--- src/rtl/core/drw_pkg.sv ---
// ----------------------------------------------------------------------------
// drw_pkg
// Shared types and constants for the DNS record walker.
// ----------------------------------------------------------------------------
package drw_pkg;

  localparam int unsigned HeaderBytes = 12;
  localparam logic [7:0]  DotChar     = 8'h2E;
  localparam logic [15:0] MaxMsgReset = 16'd512;

  typedef enum logic [1:0] {
    KIND_CHAR    = 2'd0,
    KIND_RDATA   = 2'd1,
    KIND_SUMMARY = 2'd2,
    KIND_ERROR   = 2'd3
  } kind_e;

  typedef enum logic [1:0] {
    ERR_NONE      = 2'd0,
    ERR_OVERRUN   = 2'd1,
    ERR_TRUNCATED = 2'd2
  } err_e;

  typedef enum logic [5:0] {
    PH_HEADER    = 6'b000001,
    PH_NAME_LEN  = 6'b000010,
    PH_NAME_CHAR = 6'b000100,
    PH_FIELDS    = 6'b001000,
    PH_RDLEN     = 6'b010000,
    PH_RDATA     = 6'b100000
  } phase_e;

  // one queue entry: one or two results caused by one input byte
  typedef struct packed {
    kind_e       kind;
    logic [7:0]  out_byte;
    logic        dot_follows;
    logic [15:0] rec_num;
    logic [15:0] rec_start;
    logic [7:0]  name_len;
    logic [15:0] rtype;
    logic [15:0] rclass;
    logic [31:0] ttl;
    logic [15:0] rdlen;
    err_e        err;
  } drw_entry_t;

endpackage

--- src/rtl/core/dns_record_walker.sv ---
// ----------------------------------------------------------------------------
// dns_record_walker
// Streaming DNS message record parser, one message byte per transaction.
// ----------------------------------------------------------------------------
// Takes one byte per cycle. The parser turns each byte into zero, one or two
// results (name characters with dots, RDATA bytes, a per-record summary, or an
// error) in the same cycle and writes them as one entry into a QUEUE_DEPTH
// deep queue; the output register issues one result per cycle while out_stall_i
// is low, so a label byte that closes a label gives two results. in_stall_o
// rises only while the queue is full. The user must write max_message_bytes
// via cfg_we_i while the block is idle, which it does not enforce; its reset value is 512.
module dns_record_walker #(
  parameter int unsigned QUEUE_DEPTH = 4
) (
  input  logic        clk_i,
  input  logic        rst_ni,
  input  logic        cfg_we_i,
  input  logic [15:0] cfg_wdata_i,
  input  logic        in_valid_i,
  output logic        in_stall_o,
  input  logic [7:0]  message_byte_i,
  input  logic        end_of_message_i,
  output logic        out_valid_o,
  input  logic        out_stall_i,
  output logic [1:0]  result_kind_o,
  output logic [7:0]  out_byte_o,
  output logic [15:0] record_number_o,
  output logic [15:0] record_start_o,
  output logic [7:0]  name_wire_length_o,
  output logic [15:0] record_type_o,
  output logic [15:0] record_class_o,
  output logic [31:0] time_to_live_o,
  output logic [15:0] rdata_length_o,
  output logic [1:0]  error_code_o,
  output logic        last_of_run_o
);

  logic                accept;
  logic                push, pop, empty, full;
  drw_pkg::drw_entry_t entry, head, res;

  assign in_stall_o = full;
  assign accept     = in_valid_i && !full;

  drw_front u_front (
    .clk_i            (clk_i),
    .rst_ni           (rst_ni),
    .cfg_we_i         (cfg_we_i),
    .cfg_wdata_i      (cfg_wdata_i),
    .accept_i         (accept),
    .message_byte_i   (message_byte_i),
    .end_of_message_i (end_of_message_i),
    .push_o           (push),
    .entry_o          (entry)
  );

  drw_queue #(
    .DEPTH (QUEUE_DEPTH)
  ) u_queue (
    .clk_i   (clk_i),
    .rst_ni  (rst_ni),
    .push_i  (push),
    .entry_i (entry),
    .pop_i   (pop),
    .head_o  (head),
    .empty_o (empty),
    .full_o  (full)
  );

  drw_back u_back (
    .clk_i       (clk_i),
    .rst_ni      (rst_ni),
    .head_i      (head),
    .empty_i     (empty),
    .pop_o       (pop),
    .out_valid_o (out_valid_o),
    .out_stall_i (out_stall_i),
    .out_o       (res),
    .last_o      (last_of_run_o)
  );

  assign result_kind_o      = res.kind;
  assign out_byte_o         = res.out_byte;
  assign record_number_o    = res.rec_num;
  assign record_start_o     = res.rec_start;
  assign name_wire_length_o = res.name_len;
  assign record_type_o      = res.rtype;
  assign record_class_o     = res.rclass;
  assign time_to_live_o     = res.ttl;
  assign rdata_length_o     = res.rdlen;
  assign error_code_o       = res.err;

endmodule

--- src/rtl/core/drw_front.sv ---
// ----------------------------------------------------------------------------
// drw_front
// Byte parser: tracks the record structure and builds result entries.
// ----------------------------------------------------------------------------
module drw_front (
  input  logic                clk_i,
  input  logic                rst_ni,
  input  logic                cfg_we_i,
  input  logic [15:0]         cfg_wdata_i,
  input  logic                accept_i,
  input  logic [7:0]          message_byte_i,
  input  logic                end_of_message_i,
  output logic                push_o,
  output drw_pkg::drw_entry_t entry_o
);

  drw_pkg::phase_e phase_q, phase_d;
  logic [15:0] max_q;
  logic [15:0] off_q, off_d;
  logic [15:0] cnt_q, cnt_d;
  logic [15:0] begin_q, begin_d;
  logic [7:0]  label_q, label_d;
  logic [7:0]  nseen_q, nseen_d;
  logic [2:0]  fcnt_q, fcnt_d;
  logic [15:0] type_q, type_d;
  logic [15:0] class_q, class_d;
  logic [31:0] ttl_q, ttl_d;
  logic [15:0] rd_q, rd_d;
  logic        err_q, err_d;

  drw_pkg::drw_entry_t ent;
  logic                emit;
  logic [7:0]          nseen_inc;
  logic [16:0]         off_plus;

  assign nseen_inc = (nseen_q == 8'hFF) ? nseen_q : nseen_q + 8'd1;
  assign off_plus  = {1'b0, off_q} + 17'd1;

  always_comb begin
    phase_d = phase_q;
    off_d   = off_q;
    cnt_d   = cnt_q;
    begin_d = begin_q;
    label_d = label_q;
    nseen_d = nseen_q;
    fcnt_d  = fcnt_q;
    type_d  = type_q;
    class_d = class_q;
    ttl_d   = ttl_q;
    rd_d    = rd_q;
    err_d   = err_q;
    emit    = 1'b0;
    ent     = '0;

    if (accept_i) begin
      if (err_q) begin
        if (end_of_message_i) begin
          phase_d = drw_pkg::PH_HEADER;
          off_d   = '0;
          cnt_d   = '0;
          begin_d = '0;
          label_d = '0;
          nseen_d = '0;
          fcnt_d  = '0;
          type_d  = '0;
          class_d = '0;
          ttl_d   = '0;
          rd_d    = '0;
          err_d   = 1'b0;
        end
      end else if (off_q >= max_q) begin
        emit          = 1'b1;
        ent.kind      = drw_pkg::KIND_ERROR;
        ent.err       = drw_pkg::ERR_OVERRUN;
        ent.rec_num   = cnt_q;
        ent.rec_start = begin_q;
        if (end_of_message_i) begin
          phase_d = drw_pkg::PH_HEADER;
          off_d   = '0;
          cnt_d   = '0;
          begin_d = '0;
          label_d = '0;
          nseen_d = '0;
          fcnt_d  = '0;
          type_d  = '0;
          class_d = '0;
          ttl_d   = '0;
          rd_d    = '0;
        end else begin
          err_d = 1'b1;
        end
      end else begin
        case (phase_q)
          drw_pkg::PH_NAME_LEN: begin
            if (nseen_q == 8'd0) begin
              begin_d = off_q;
              type_d  = '0;
              class_d = '0;
              ttl_d   = '0;
              rd_d    = '0;
            end
            nseen_d = nseen_inc;
            if (message_byte_i == 8'd0) begin
              if (nseen_q == 8'd0) begin
                emit         = 1'b1;
                ent.kind     = drw_pkg::KIND_CHAR;
                ent.out_byte = drw_pkg::DotChar;
              end
              phase_d = drw_pkg::PH_FIELDS;
              fcnt_d  = '0;
            end else begin
              label_d = message_byte_i;
              phase_d = drw_pkg::PH_NAME_CHAR;
            end
          end
          drw_pkg::PH_NAME_CHAR: begin
            emit         = 1'b1;
            ent.kind     = drw_pkg::KIND_CHAR;
            ent.out_byte = message_byte_i;
            nseen_d      = nseen_inc;
            label_d      = label_q - 8'd1;
            if (label_d == 8'd0) begin
              ent.dot_follows = 1'b1;
              phase_d         = drw_pkg::PH_NAME_LEN;
            end
          end
          drw_pkg::PH_FIELDS: begin
            if (fcnt_q < 3'd2) begin
              type_d = {type_q[7:0], message_byte_i};
            end else if (fcnt_q < 3'd4) begin
              class_d = {class_q[7:0], message_byte_i};
            end else begin
              ttl_d = {ttl_q[23:0], message_byte_i};
            end
            if (cnt_q == 16'd0 && fcnt_q == 3'd3) begin
              emit         = 1'b1;
              ent.kind     = drw_pkg::KIND_SUMMARY;
              ent.name_len = nseen_q;
              ent.rtype    = type_d;
              ent.rclass   = class_d;
              cnt_d        = cnt_q + 16'd1;
              phase_d      = drw_pkg::PH_NAME_LEN;
              nseen_d      = '0;
              label_d      = '0;
            end else if (fcnt_q == 3'd7) begin
              phase_d = drw_pkg::PH_RDLEN;
              fcnt_d  = '0;
            end else begin
              fcnt_d = fcnt_q + 3'd1;
            end
          end
          drw_pkg::PH_RDLEN: begin
            rd_d = {rd_q[7:0], message_byte_i};
            if (fcnt_q == 3'd0) begin
              fcnt_d = 3'd1;
            end else begin
              emit         = 1'b1;
              ent.kind     = drw_pkg::KIND_SUMMARY;
              ent.name_len = nseen_q;
              ent.rtype    = type_q;
              ent.rclass   = class_q;
              ent.ttl      = ttl_q;
              ent.rdlen    = rd_d;
              fcnt_d       = '0;
              if (rd_d == 16'd0) begin
                cnt_d   = cnt_q + 16'd1;
                phase_d = drw_pkg::PH_NAME_LEN;
                nseen_d = '0;
                label_d = '0;
              end else begin
                phase_d = drw_pkg::PH_RDATA;
              end
            end
          end
          drw_pkg::PH_RDATA: begin
            emit         = 1'b1;
            ent.kind     = drw_pkg::KIND_RDATA;
            ent.out_byte = message_byte_i;
            rd_d         = rd_q - 16'd1;
            if (rd_d == 16'd0) begin
              cnt_d   = cnt_q + 16'd1;
              phase_d = drw_pkg::PH_NAME_LEN;
              nseen_d = '0;
              label_d = '0;
            end
          end
          default: begin
            if (off_plus >= 17'(drw_pkg::HeaderBytes)) begin
              phase_d = drw_pkg::PH_NAME_LEN;
              nseen_d = '0;
            end
          end
        endcase
        ent.rec_num   = cnt_q;
        ent.rec_start = begin_d;
        off_d         = off_plus[15:0];

        if (end_of_message_i) begin
          if (!(phase_d == drw_pkg::PH_NAME_LEN && nseen_d == 8'd0)) begin
            emit          = 1'b1;
            ent           = '0;
            ent.kind      = drw_pkg::KIND_ERROR;
            ent.err       = drw_pkg::ERR_TRUNCATED;
            ent.rec_num   = cnt_d;
            ent.rec_start = begin_d;
          end
          phase_d = drw_pkg::PH_HEADER;
          off_d   = '0;
          cnt_d   = '0;
          begin_d = '0;
          label_d = '0;
          nseen_d = '0;
          fcnt_d  = '0;
          type_d  = '0;
          class_d = '0;
          ttl_d   = '0;
          rd_d    = '0;
        end
      end
    end
  end

  assign push_o  = emit;
  assign entry_o = ent;

  always_ff @(posedge clk_i or negedge rst_ni) begin
    if (!rst_ni) begin
      phase_q <= drw_pkg::PH_HEADER;
      max_q   <= drw_pkg::MaxMsgReset;
      off_q   <= '0;
      cnt_q   <= '0;
      begin_q <= '0;
      label_q <= '0;
      nseen_q <= '0;
      fcnt_q  <= '0;
      type_q  <= '0;
      class_q <= '0;
      ttl_q   <= '0;
      rd_q    <= '0;
      err_q   <= 1'b0;
    end else begin
      phase_q <= phase_d;
      off_q   <= off_d;
      cnt_q   <= cnt_d;
      begin_q <= begin_d;
      label_q <= label_d;
      nseen_q <= nseen_d;
      fcnt_q  <= fcnt_d;
      type_q  <= type_d;
      class_q <= class_d;
      ttl_q   <= ttl_d;
      rd_q    <= rd_d;
      err_q   <= err_d;
      if (cfg_we_i) begin
        max_q <= cfg_wdata_i;
      end
    end
  end

`ifndef NO_ASSERTIONS
  // latched overrun swallows everything up to end of message
  a_err_silent: assert property (@(posedge clk_i) disable iff (!rst_ni)
    (accept_i && err_q) |-> !push_o)
    else $error("result produced while overrun latched");

  a_eom_clears: assert property (@(posedge clk_i) disable iff (!rst_ni)
    (accept_i && end_of_message_i) |=> (off_q == 16'd0 && !err_q))
    else $error("parse state not cleared after end of message");
`endif

endmodule

--- src/rtl/core/drw_queue.sv ---
// ----------------------------------------------------------------------------
// drw_queue
// Small FIFO of result entries between parser and output stage.
// ----------------------------------------------------------------------------
module drw_queue #(
  parameter int unsigned DEPTH = 4
) (
  input  logic                clk_i,
  input  logic                rst_ni,
  input  logic                push_i,
  input  drw_pkg::drw_entry_t entry_i,
  input  logic                pop_i,
  output drw_pkg::drw_entry_t head_o,
  output logic                empty_o,
  output logic                full_o
);

  localparam int unsigned AW = (DEPTH > 1) ? $clog2(DEPTH) : 1;
  localparam int unsigned CW = $clog2(DEPTH + 1);

  drw_pkg::drw_entry_t mem [DEPTH];
  logic [AW-1:0] wr_q, wr_d, rd_q, rd_d;
  logic [CW-1:0] cnt_q, cnt_d;

  assign empty_o = (cnt_q == '0);
  assign full_o  = (cnt_q == CW'(DEPTH));
  assign head_o  = mem[rd_q];

  always_comb begin
    wr_d  = wr_q;
    rd_d  = rd_q;
    cnt_d = cnt_q;
    if (push_i) begin
      wr_d = (wr_q == AW'(DEPTH - 1)) ? '0 : wr_q + AW'(1);
    end
    if (pop_i) begin
      rd_d = (rd_q == AW'(DEPTH - 1)) ? '0 : rd_q + AW'(1);
    end
    if (push_i && !pop_i) begin
      cnt_d = cnt_q + CW'(1);
    end else if (pop_i && !push_i) begin
      cnt_d = cnt_q - CW'(1);
    end
  end

  always_ff @(posedge clk_i) begin
    if (push_i) begin
      mem[wr_q] <= entry_i;
    end
  end

  always_ff @(posedge clk_i or negedge rst_ni) begin
    if (!rst_ni) begin
      wr_q  <= '0;
      rd_q  <= '0;
      cnt_q <= '0;
    end else begin
      wr_q  <= wr_d;
      rd_q  <= rd_d;
      cnt_q <= cnt_d;
    end
  end

`ifndef NO_ASSERTIONS
  a_no_overflow: assert property (@(posedge clk_i) disable iff (!rst_ni)
    push_i |-> !full_o)
    else $error("queue overflow");

  a_no_underflow: assert property (@(posedge clk_i) disable iff (!rst_ni)
    pop_i |-> !empty_o)
    else $error("queue underflow");
`endif

endmodule

--- src/rtl/core/drw_back.sv ---
// ----------------------------------------------------------------------------
// drw_back
// Output stage: unpacks queue entries into single registered results.
// ----------------------------------------------------------------------------
module drw_back (
  input  logic                clk_i,
  input  logic                rst_ni,
  input  drw_pkg::drw_entry_t head_i,
  input  logic                empty_i,
  output logic                pop_o,
  output logic                out_valid_o,
  input  logic                out_stall_i,
  output drw_pkg::drw_entry_t out_o,
  output logic                last_o
);

  logic                out_valid_q, out_valid_d;
  logic                sub_q, sub_d;
  drw_pkg::drw_entry_t out_q, out_d;
  logic                last_q;
  logic                load;

  assign load = (!out_valid_q || !out_stall_i) && !empty_i;
  assign pop_o = load && (sub_q || !head_i.dot_follows);

  always_comb begin
    out_valid_d = out_valid_q;
    sub_d       = sub_q;
    out_d       = head_i;
    if (sub_q) begin
      out_d.out_byte = drw_pkg::DotChar;
    end
    if (!out_valid_q || !out_stall_i) begin
      out_valid_d = !empty_i;
    end
    if (load) begin
      sub_d = head_i.dot_follows && !sub_q;
    end
  end

  always_ff @(posedge clk_i) begin
    if (load) begin
      out_q  <= out_d;
      last_q <= sub_q || !head_i.dot_follows;
    end
  end

  always_ff @(posedge clk_i or negedge rst_ni) begin
    if (!rst_ni) begin
      out_valid_q <= 1'b0;
      sub_q       <= 1'b0;
    end else begin
      out_valid_q <= out_valid_d;
      sub_q       <= sub_d;
    end
  end

  assign out_valid_o = out_valid_q;
  assign out_o       = out_q;
  assign last_o      = last_q;

`ifndef NO_ASSERTIONS
  // second half of a two-result entry must still be at the queue head
  a_sub_head: assert property (@(posedge clk_i) disable iff (!rst_ni)
    sub_q |-> (!empty_i && head_i.dot_follows))
    else $error("pending dot without queue entry");
`endif

endmodule

--- config.mk ---
export PLATFORM = sky130hd
export DESIGN_NAME = dns_record_walker
export DESIGN_NICKNAME = d
export VERILOG_FILES = /design/src/rtl/core/drw_pkg.sv /design/src/rtl/core/dns_record_walker.sv /design/src/rtl/core/drw_front.sv /design/src/rtl/core/drw_queue.sv /design/src/rtl/core/drw_back.sv
export SDC_FILE = /design/constraint.sdc
export NUM_CORES = 1
export LEC_CHECK = 0
export BUFFER_PORTS_ARGS = -buffer_cell sky130_fd_sc_hd__buf_2
export CORE_ASPECT_RATIO = 2
export CORE_UTILIZATION = 60
export DETAILED_ROUTE_END_ITERATION = 16
export PLACE_DENSITY = 0.87
export SYNTH_ARGS = -nofsm -noshare
export SYNTH_HDL_FRONTEND = slang
export SYNTH_SLANG_ARGS = --single-unit
--- constraint.sdc ---
create_clock -name clk_i -period 10.6 [get_ports clk_i]
set_clock_uncertainty 0.15 [all_clocks]
set_input_delay 2.12 -clock clk_i [delete_from_list [all_inputs] [get_ports clk_i]]
set_output_delay 2.12 -clock clk_i [all_outputs]
set_load 0.02 [all_outputs]
=== Word level (Yosys, flattened, before mapping) ===
Memories as Yosys holds them, arrays and structs flattened.
Index checks and enable logic that the tools add are counted.
W data, S select, Z words.

* Muxes and demuxes: 135
* Equal/unequal tests: 22
* Magnitude comparators: 4
* $add $sub $neg: 10
* Reduce and logical (&&, ||, !) cells: 39

{| class="wikitable"
|+ Operator list
! operator !! number
|-
| $mux W16 || 34
|-
| $mux W133 || 4
|-
| $mux W32 || 8
|-
| $mux W8 || 22
|-
| $mux W88 || 2
|-
| $pmux W16 S3 || 2
|-
| $mux W6 || 15
|-
| $pmux W40 S2 || 1
|-
| $pmux W16 S2 || 2
|-
| $pmux W32 S2 || 1
|-
| $logic_not A16 Y1 || 3
|-
| $mux W48 || 1
|-
| $mux W40 || 1
|-
| $pmux W8 S5 || 1
|-
| $logic_not A8 Y1 || 4
|-
| $pmux W8 S4 || 1
|-
| $pmux W6 S5 || 1
|-
| $mux W3 || 9
|-
| $ne A5 B2 Y1 const B || 5
|-
| $ne A5 B3 Y1 const B || 5
|-
| $add A16 B1 Y17 const B || 1
|-
| $ge A17 B4 Y1 const B || 1
|-
| $mux W1 || 17
|-
| $add A16 B1 Y16 const B || 1
|-
| 39 further kinds || 68
|}

* Word-level logic and storage cells: 240
* Flip-flop bits (word level): 312
* Output and inout port bits: 135
* Bits in writable memories: 532
* Bits of input ports: 30
* Memories: 1

{| class="wikitable"
|+ Memories
! memory !! depth !! width !! rd ports !! clocked after memory_dff !! write ports !! line !! source
|-
| u_queue.mem || 4 || 133 || 1 || 0 || 1 || drw_queue.sv:21 || <nowiki>drw_pkg::drw_entry_t mem [DEPTH];</nowiki>
|}

=== Depth between registers and ports, before layout ===
Gate-level depths: netlist of run 1.

* Depth after elaboration: 18
* Depth in mapped cells: 20
* Gate-level depth less buffers: 17

=== Cells and area by module ===
From an unflattened synthesis of run 1, not the netlist that was laid out.

* Cell total of the unflattened synthesis: 2380
* Area total of the unflattened synthesis: 35688.0 um2

{| class="wikitable"
|+ Modules (own cells, without submodules)
! module !! cells each !! area each (um2) !! sequential area each (um2) !! times used
|-
| drw_queue || 732 || 19571.3 || 16150.5 || 1
|-
| drw_front || 1496 || 11923.9 || 4256.6 || 1
|-
| drw_back || 151 || 4179.0 || 4073.9 || 1
|-
| dns_record_walker || 1 || 13.8 || 0.0 || 1
|}

=== Least setup slack after synthesis of run 1 ===
OpenSTA, ideal clock, no wires.

* Path type: input -> register
* Start: input port out_stall_i
* End: register u_queue.cnt_q[1]
* Stages on the path: 6
* Library setup time: 125 ps
* Setup slack: -448 ps
* Buffers on the path: 0
* Data arrival time: 10773 ps
* Cells stage by stage: a21oi_1 nand2_1 ha_1 inv_1 fa_1 mux2_2

* Word-level cells in the longest chain between the ends: 7

{| class="wikitable"
|+ RTL lines
! what !! line !! source
|-
| start: declaration || dns_record_walker.sv:24 || <nowiki>input logic out_stall_i,</nowiki>
|-
| $logic_not A1 Y1 || drw_back.sv:23 || <nowiki>assign load = (!out_valid_q || !out_stall_i) && !empty_i;</nowiki>
|-
| $logic_or A1 B1 Y1 || drw_back.sv:23 ||
|-
| $logic_and A1 B1 Y1 || drw_back.sv:23 ||
|-
| $logic_and A1 B1 Y1 || drw_back.sv:24 || <nowiki>assign pop_o = load && (sub_q || !head_i.dot_follows);</nowiki>
|-
| $logic_not A1 Y1 || drw_queue.sv:39 || <nowiki>if (push_i && !pop_i) begin</nowiki>
|-
| $logic_and A1 B1 Y1 || drw_queue.sv:39 ||
|-
| $mux W3 || drw_queue.sv:39 ||
|-
| net u_queue.cnt_d[1] || drw_queue.sv:23 || <nowiki>logic [CW-1:0] cnt_q, cnt_d;</nowiki>
|-
| end signal: assignment || drw_queue.sv:60 || <nowiki>cnt_q <= cnt_d;</nowiki>
|-
| end: declaration || drw_queue.sv:23 ||
|}

The timed path passes the listed nets, and every way through them passes these cells.
A chain may end at the register's enable or synchronous reset.

=== Worst setup path in the final report of run 1 ===
* Start: register u_front.off_q[1]
* End: memory u_queue.mem[3][22] (netlist bit), enable pin

* Word-level cells in the longest chain between the ends: 16

{| class="wikitable"
|+ RTL lines
! what !! line !! source
|-
| start: declaration || drw_front.sv:19 || <nowiki>logic [15:0] off_q, off_d;</nowiki>
|-
| start signal: assignment || drw_front.sv:230 || <nowiki>off_q <= '0;</nowiki>
|-
| start signal: assignment || drw_front.sv:243 || <nowiki>off_q <= off_d;</nowiki>
|-
| $add A16 B1 Y17 || drw_front.sv:37 || <nowiki>assign off_plus = {1'b0, off_q} + 17'd1;</nowiki>
|-
| $ge A17 B4 Y1 || drw_front.sv:188 || <nowiki>if (off_plus >= 17'(drw_pkg::HeaderBytes)) begin</nowiki>
|-
| $mux W6 or $mux W8 (tied branches) || drw_front.sv:188 ||
|-
| $pmux W6 S5 or $pmux W8 S4 (tied branches) || drw_front.sv:93 || <nowiki>case (phase_q)</nowiki>
|-
| $mux W6 or $mux W8 (tied branches) || drw_front.sv:71 || <nowiki>end else if (off_q >= max_q) begin</nowiki>
|-
| $mux W6 or $mux W8 (tied branches) || drw_front.sv:56 || <nowiki>if (err_q) begin</nowiki>
|-
| $mux W6 or $mux W8 (tied branches) || drw_front.sv:55 || <nowiki>if (accept_i) begin</nowiki>
|-
| $eq A6 B2 Y1 or $logic_not A8 Y1 (tied branches) || drw_front.sv:199 || <nowiki>if (!(phase_d == drw_pkg::PH_NAME_LEN && nseen_d == 8'd0)) begin</nowiki>
|-
| $logic_and A1 B1 Y1 || drw_front.sv:199 ||
|-
| $mux W1 || drw_front.sv:199 ||
|-
| $mux W1 || drw_front.sv:198 || <nowiki>if (end_of_message_i) begin</nowiki>
|-
| $mux W1 * || drw_front.sv:71 ||
|-
| $mux W1 * || drw_front.sv:56 ||
|-
| $mux W1 * || drw_front.sv:55 ||
|-
| net push || dns_record_walker.sv:39 || <nowiki>logic push, pop, empty, full;</nowiki>
|-
| $mux W1 * || drw_queue.sv:47 || <nowiki>if (push_i) begin</nowiki>
|-
| $mux W1 (implied by the code) * || drw_queue.sv:48 || <nowiki>mem[wr_q] <= entry_i;</nowiki>
|-
| end: declaration || drw_queue.sv:21 ||
|}

The timed path passes the listed nets; every way through them passes the cells marked *. The select of a mux whose other input is x is not followed.

==> results of run 1 <==
[registers in the layout, summed over array words and instances, names as in the netlist, 6 cells and up]
signal,cells
u_front.ttl_q,32
u_front.begin_q,16
u_front.class_q,16
u_front.nseen_q,8
u_front.rd_q,16
u_back.out_o,132
u_front.max_q,16
u_front.off_q,16
u_queue.mem,532
u_front.phase_q,6
u_front.label_q,8
u_front.type_q,16
u_front.cnt_q,16
[stage by stage]
step | hold slack [ns] | area [um^2] | instances | power, mW | utilization, %
2_1_floorplan | 0.3060 | 34660 | 2154 | 5.892 | -
3_3_place_gp | 0.3234 | 36100 | 2957 | 6.493 | 63.23
3_5_place_dp | 0.3426 | 36100 | 2957 | 6.574 | 63.23
4_1_cts | 0.3607 | 38440 | 3085 | 9.213 | 67.32
5_1_grt | 0.3680 | 38440 | 3086 | 9.456 | 67.33
6_report | 0.3604 | 38440 | 3088 | 9.166 | 67.33
[routing by layer]
metal / global-route usage, % / part of all wire [%] / vias to the layer above
met5: 0 / 0.073 / -
met4: 22.92 / 8.6 / 10
met3: 5.637 / 7.1 / 392
met2: 52.90 / 52 / 1316
met1: 33.70 / 32 / 10471
li1: - / - / 8660
[worst min-delay path by stage]
stage | start | end | slack [ns] | depth (start not counted)
after global routing | u_front.ttl_q[25]$_DFFE_PN0P_ | u_front.ttl_q[25]$_DFFE_PN0P_ | 0.37 | 1
after global placement | u_queue.cnt_q[2]$_DFFE_PN0P_ | u_queue.cnt_q[2]$_DFFE_PN0P_ | 0.32 | 1
final | u_front.begin_q[7]$_DFFE_PN0P_ | u_front.begin_q[7]$_DFFE_PN0P_ | 0.36 | 2
after floorplan | u_queue.cnt_q[2]$_DFFE_PN0P_ | u_queue.cnt_q[2]$_DFFE_PN0P_ | 0.31 | 1
after detailed placement | u_front.type_q[13]$_DFFE_PN0P_ | u_front.type_q[13]$_DFFE_PN0P_ | 0.34 | 1
after CTS | u_front.ttl_q[25]$_DFFE_PN0P_ | u_front.ttl_q[25]$_DFFE_PN0P_ | 0.36 | 1
[area by class of cell]
class | instances | area (um^2) | share of cell area [%]
antenna | 3 | 7.507 | 0.01953
clock buffer | 88 | 1923 | 5.002
clock inverter | 40 | 414.1 | 1.077
inverter | 40 | 150.1 | 0.3905
multi-input combinational | 1130 | 9520 | 24.76
sequential | 844 | 24460 | 63.62
tap | 756 | 945.9 | 2.460
timing repair buffer | 187 | 1025 | 2.665
[logic make-up after synthesis]
family          after synthesis  share of synthesized area [%]
xor+xnor                     23                         0.5812
buf+inv                     180                          2.170
compound gates              417                          8.300
flops                       844                          70.55
simple gates                491                          7.545
mux                         162                          9.498
fa+ha+maj                    37                          1.357
[worst max-delay path: cells and delay by family (launching register included)]
family	cells	cell delay (ns)
simple gates	5	2.41
compound gates	5	1.40
buf+inv	1	0.93
flops	1	0.59
fa+ha+maj	1	0.42
[where the power goes]
part	total, mW	switching [mW]	internal (mW)	leakage (nW)
combinational	2.03	1.26	0.775	3.96
clock	2.64	1.17	1.47	1.14
sequential	4.49	0.252	4.24	8.47
total	9.17	2.68	6.49	13.6
[cell usage in the layout, fill, tap and decap left out, types with 12 or more instances in the layout]
cell type  instances
edfxtp_1         665
dfrtp_1          175
buf_2            163
mux4_2           133
o21ai_0          123
nand2_1          119
nor2_1           112
clkbuf_16         73
a22o_1            72
a22oi_1           67
and2_1            52
a21oi_1           44
inv_1             39
ha_1              36
and3_1            29
nor3_1            28
nand3_1           27
mux2i_1           24
buf_4             21
nand4_1           16
xor2_1            14
a31oi_1           14
nor2b_1           13
o22ai_1           13
clkinv_1          13
nand2b_1          12
==> results.py, run 1 <==
metrics = {
    "setup_path": {
        "slowest_delay_ns": 0.93,
        "path_cells": "ha_1, nand3_2, nor4_4, nand4_1, a221oi_2, nor4b_2, a221o_1, a2111oi_2, a31o_4, a21oi_4, and2_4, buf_4",
        "r2r-start": "u_front.off_q[1]$_DFFE_PN0P_",
        "cp-end-kind": "flop",
        "worstPathRequired_ns": 10.68,
        "crit_type": "flop to flop",
        "slowest_stage": "buf_4",
        "worst-r2r-setup-slack_ns": 4.14,
        "crit_end": "u_queue.mem[3][22]$_DFFE_PP_",
        "rr_endpoint": "u_queue.mem[3][22]$_DFFE_PP_",
        "cp-startpoint": "u_front.off_q[1]$_DFFE_PN0P_",
        "cp_data_arrival_time_ns": 6.54,
        "critPathLaunchType": "flop",
        "cp_max_fo": 69,
        "reg2reg_depth": 12,
    },
    "cells_and_area": {
        "drive_gt1_share_pct": 20.48,
        "n_fill_cell": 3704,
        "syn2layout_area_growth_pct": 10.92,
        "layout.nets": 2339,
    },
    "placed_design": {
        "dpl.hpwl_um": 54220,
        "gp_congestion": 0.9359,
        "port_buffers": 164,
        "place_ws_ns": 3.886,
    },
    "floorplanning": {
        "dieArea_um2": 58790,
        "coreArea_um2": 57090,
        "die_x_um": 171.9,
        "start_util_pct": 60.70,
        "die_height_um": 341.9,
        "ios": 165,
        "rows": 124,
    },
    "yosys": {
        "synth_area_leaders": "edfxtp_1 58%, dfrtp_1 13%, mux4_2 8.6%, a22o_1 1.8%, o21ai_0 1.8%",
        "synth-seq-cells": 844,
        "synth_cell_type_count": 87,
        "syn_area_um2": 34660,
        "synth-edff-count": 665,
        "syn_area_per_cell_um2": 16.09,
        "ys.flop_type": "edfxtp_1",
        "async_flop_share_pct": 21.21,
        "syn-num-nets": 2221,
        "synthMostInstantiatedCell": "edfxtp_1",
        "syn_inst": 2154,
        "synth_top_area_share_pct": 57.62,
        "synth_common_cells": "665 x edfxtp_1, 177 x dfrtp_1, 133 x mux4_2",
        "synth_largest_area_cell": "edfxtp_1",
        "yosysSeqAreaShare_pct": 70.55,
        "synth_warnings": 0,
    },
    "sta": {
        "period_needed_ns": 6.457,
        "slew_viol_final": 0,
        "maxSlewHeadroom_pct": 3.415,
        "hold_viol": 0,
        "layout_setup_ws_ns": 4.143,
        "grt_setup_unrepaired": "false",
        "setup_viol": 0,
        "fin_setup_tns_ns": 0,
        "worst_pin_slew_ns": 1.439,
        "fmax_mhz": 154.9,
        "fin_crit_sh_pct": 60.91,
    },
    "power_and_ir_drop": {
        "p_leak_nw": 13.57,
        "power_density_nw_per_um2": 238.4,
        "ir_worst_vdd_mv": 0.2129,
    },
    "cts": {
        "cts_tree": "yes",
        "cts.repair.resized": 0,
        "cts_buffers": 69,
        "root_buffer": "clkbuf_16",
        "clockBufferDepth": 3,
        "cts_max_level": 3,
        "clk_pin_slew_ns": 0.07,
        "cts.sinks": 844,
        "clkLatencyLatePin_ns": 0.63,
        "postCtsSetupBuffers": 0,
        "holdBufCountCts": 0,
    },
    "grt": {
        "gr-total-overflow": 0,
        "grt_pass1_vias": 21154,
        "grt_max_degree": 136,
        "antenna_found_initial": 8,
        "grt_pass1_wl_um": 130800,
        "grt_usage_pct": 30.82,
    },
    "drt": {
        "vias": 20849,
        "routed_via_density": 6.752,
        "post_drt_wl_per_cell_um": 28.34,
        "postRouteWirelength_um": 87520,
        "first_pass_iters": 6,
        "remaining_drc_errors": 0,
        "postRouteAntennaNets": 0,
        "drt_iter0_drc": 2479,
    },
    "run": {
        "maxCapViolCount": 0,
    },
    "outcome": {
        "status": "complete, no violations",
    },
    "worst_hold_path": {
        "min_path_type": "flop to flop",
    },
}
Power figures use the tool's default switching activity.
==> run 2: changes to the inputs <==
clock period = 6.3 ns   (was 10.6 ns; I/O delays follow)
==> results.py, run 2 (same netlist as run 1, synthesis figures left out) <==
metrics = {
    "outcome": {
        "status": "complete, no violations",
    },
    "floorplanning": {
        "ios": 165,
        "start_util_pct": 60.70,
        "die_x_um": 171.9,
        "rows": 124,
        "dieArea_um2": 58790,
        "coreArea_um2": 57090,
        "die_height_um": 341.9,
    },
    "setup_path": {
        "cp_data_arrival_time_ns": 5.50,
        "cp_max_fo": 36,
        "cp-end-kind": "flop",
        "crit_type": "flop to flop",
        "worstPathRequired_ns": 6.44,
        "critPathLaunchType": "flop",
    },
    "cts": {
        "clockBufferDepth": 3,
        "cts.repair.resized": 0,
        "postCtsSetupBuffers": 0,
        "clk_pin_slew_ns": 0.07,
        "cts_buffers": 71,
        "holdBufCountCts": 0,
        "cts.sinks": 844,
        "cts_tree": "yes",
        "cts_max_level": 3,
        "root_buffer": "clkbuf_16",
        "clkLatencyLatePin_ns": 0.64,
    },
    "grt": {
        "antenna_found_initial": 8,
        "grt_usage_pct": 31.04,
        "gr-total-overflow": 0,
        "grt_max_degree": 136,
        "grt_pass1_vias": 21275,
        "grt_pass1_wl_um": 131800,
    },
    "cells_and_area": {
        "layout.nets": 2365,
        "syn2layout_area_growth_pct": 11.47,
        "regMostFlops": "u_queue.mem",
        "layoutNonFillerInstCount": 3118,
        "largest_reg_flops": 532,
        "drive_gt1_share_pct": 20.87,
        "layout_commonest_cell": "edfxtp_1",
        "mostFrequentLayoutCells": "665 x edfxtp_1, 175 x dfrtp_1, 163 x buf_2",
        "final_cell_area_um2": 38630,
    },
    "worst_hold_path": {
        "min_path_type": "flop to flop",
    },
    "power_and_ir_drop": {
        "p_seq_share_pct": 49.3,
        "ir_worst_vdd_mv": 0.3936,
        "total_power_mw": 15.35,
        "p_sw_share_pct": 29.67,
        "p_sw_mw": 4.555,
        "p_leak_nw": 13.67,
        "power_density_nw_per_um2": 397.4,
        "clockPowerShare_pct": 28.1,
        "p_comb_share_pct": 22.5,
        "p_int_mw": 10.80,
    },
    "sta": {
        "hold_viol": 0,
        "maxSlewHeadroom_pct": 14.76,
        "worst_pin_slew_ns": 1.270,
        "grt_setup_unrepaired": "false",
        "slew_viol_final": 0,
        "layout_setup_ws_ns": 0.9413,
        "period_needed_ns": 5.359,
        "setup_viol": 0,
        "fmax_mhz": 186.6,
        "fin_setup_tns_ns": 0,
        "fin_crit_sh_pct": 85.06,
    },
    "drt": {
        "routed_via_density": 6.669,
        "remaining_drc_errors": 0,
        "postRouteAntennaNets": 0,
        "vias": 20795,
        "postRouteWirelength_um": 88060,
        "post_drt_wl_per_cell_um": 28.24,
        "first_pass_iters": 6,
        "drt_iter0_drc": 2166,
    },
    "placed_design": {
        "place_ws_ns": 0.5399,
        "gp_congestion": 0.9788,
        "port_buffers": 164,
        "place_inst": 2981,
        "placed_area_um2": 36360,
        "dpl.hpwl_um": 55540,
    },
    "run": {
        "maxCapViolCount": 0,
    },
}
run 2: final cells by class:
class | count | area (um^2)
inverters | 40 | 150.1
clock buffers | 92 | 1897
diodes | 5 | 12.51
multi-input cells | 1130 | 9529
clock inverters | 40 | 360.3
repair buffers | 211 | 1280
fillers | 3643 | 18460
flip-flops and latches | 844 | 24460
well taps | 756 | 945.9
run 2: metrics by stage:
step	util, %	hold WS [ns]
final	67.67	0.3628
after detailed placement	63.69	0.3408
after CTS	67.64	0.3616
after global placement	63.69	0.3225
after global routing	67.65	0.3762
after floorplan	-	0.3060
run 2: power groups by stage:
stage	combinational [mW]	sequential, mW	clock, mW
2_1_floorplan	1.83	8.03	0
3_3_place_gp	3.40	7.60	0
3_5_place_dp	3.47	7.66	0
4_1_cts	3.50	7.58	4.36
5_1_grt	3.66	7.66	4.55
6_report	3.46	7.57	4.32
run 2: routing by layer:
metal / share of wire (%) / vias to the layer above / track usage [%]
met5: 0.078 / - / 0
met3: 6.9 / 362 / 5.394
met4: 7.5 / 10 / 20.72
met2: 53 / 1265 / 54.18
li1: - / 8711 / -
met1: 32 / 10447 / 34.33
run 2: final timing paths:
kind / cells after the start / slack (ns) / startpoint / endpoint
min in group asynchronous: 1 / 0.49 / rst_ni / u_front.begin_q[11]$_DFFE_PN0P_
max: 12 / 0.94 / u_front.off_q[0]$_DFFE_PN0P_ / u_queue.mem[0][91]$_DFFE_PP_
max reg2reg: 12 / 0.94 / u_front.off_q[0]$_DFFE_PN0P_ / u_queue.mem[0][91]$_DFFE_PP_
max in group asynchronous: 2 / 4.36 / rst_ni / u_front.rd_q[10]$_DFFE_PN0P_
min: 1 / 0.36 / u_front.type_q[11]$_DFFE_PN0P_ / u_front.type_q[11]$_DFFE_PN0P_
min reg2reg: 1 / 0.36 / u_front.type_q[11]$_DFFE_PN0P_ / u_front.type_q[11]$_DFFE_PN0P_
run 2: critical path, stage by stage, from the launching register on:
cell	delay, ns
dfrtp_1	0.63
ha_1	0.42
nand3_2	0.17
nor4_4	0.35
nand4_1	0.19
a221oi_2	0.35
or4b_4	0.54
a41oi_1	0.29
a2111oi_2	0.12
a31o_4	0.31
a21oi_4	0.34
and2_4	0.63
buf_4	0.46
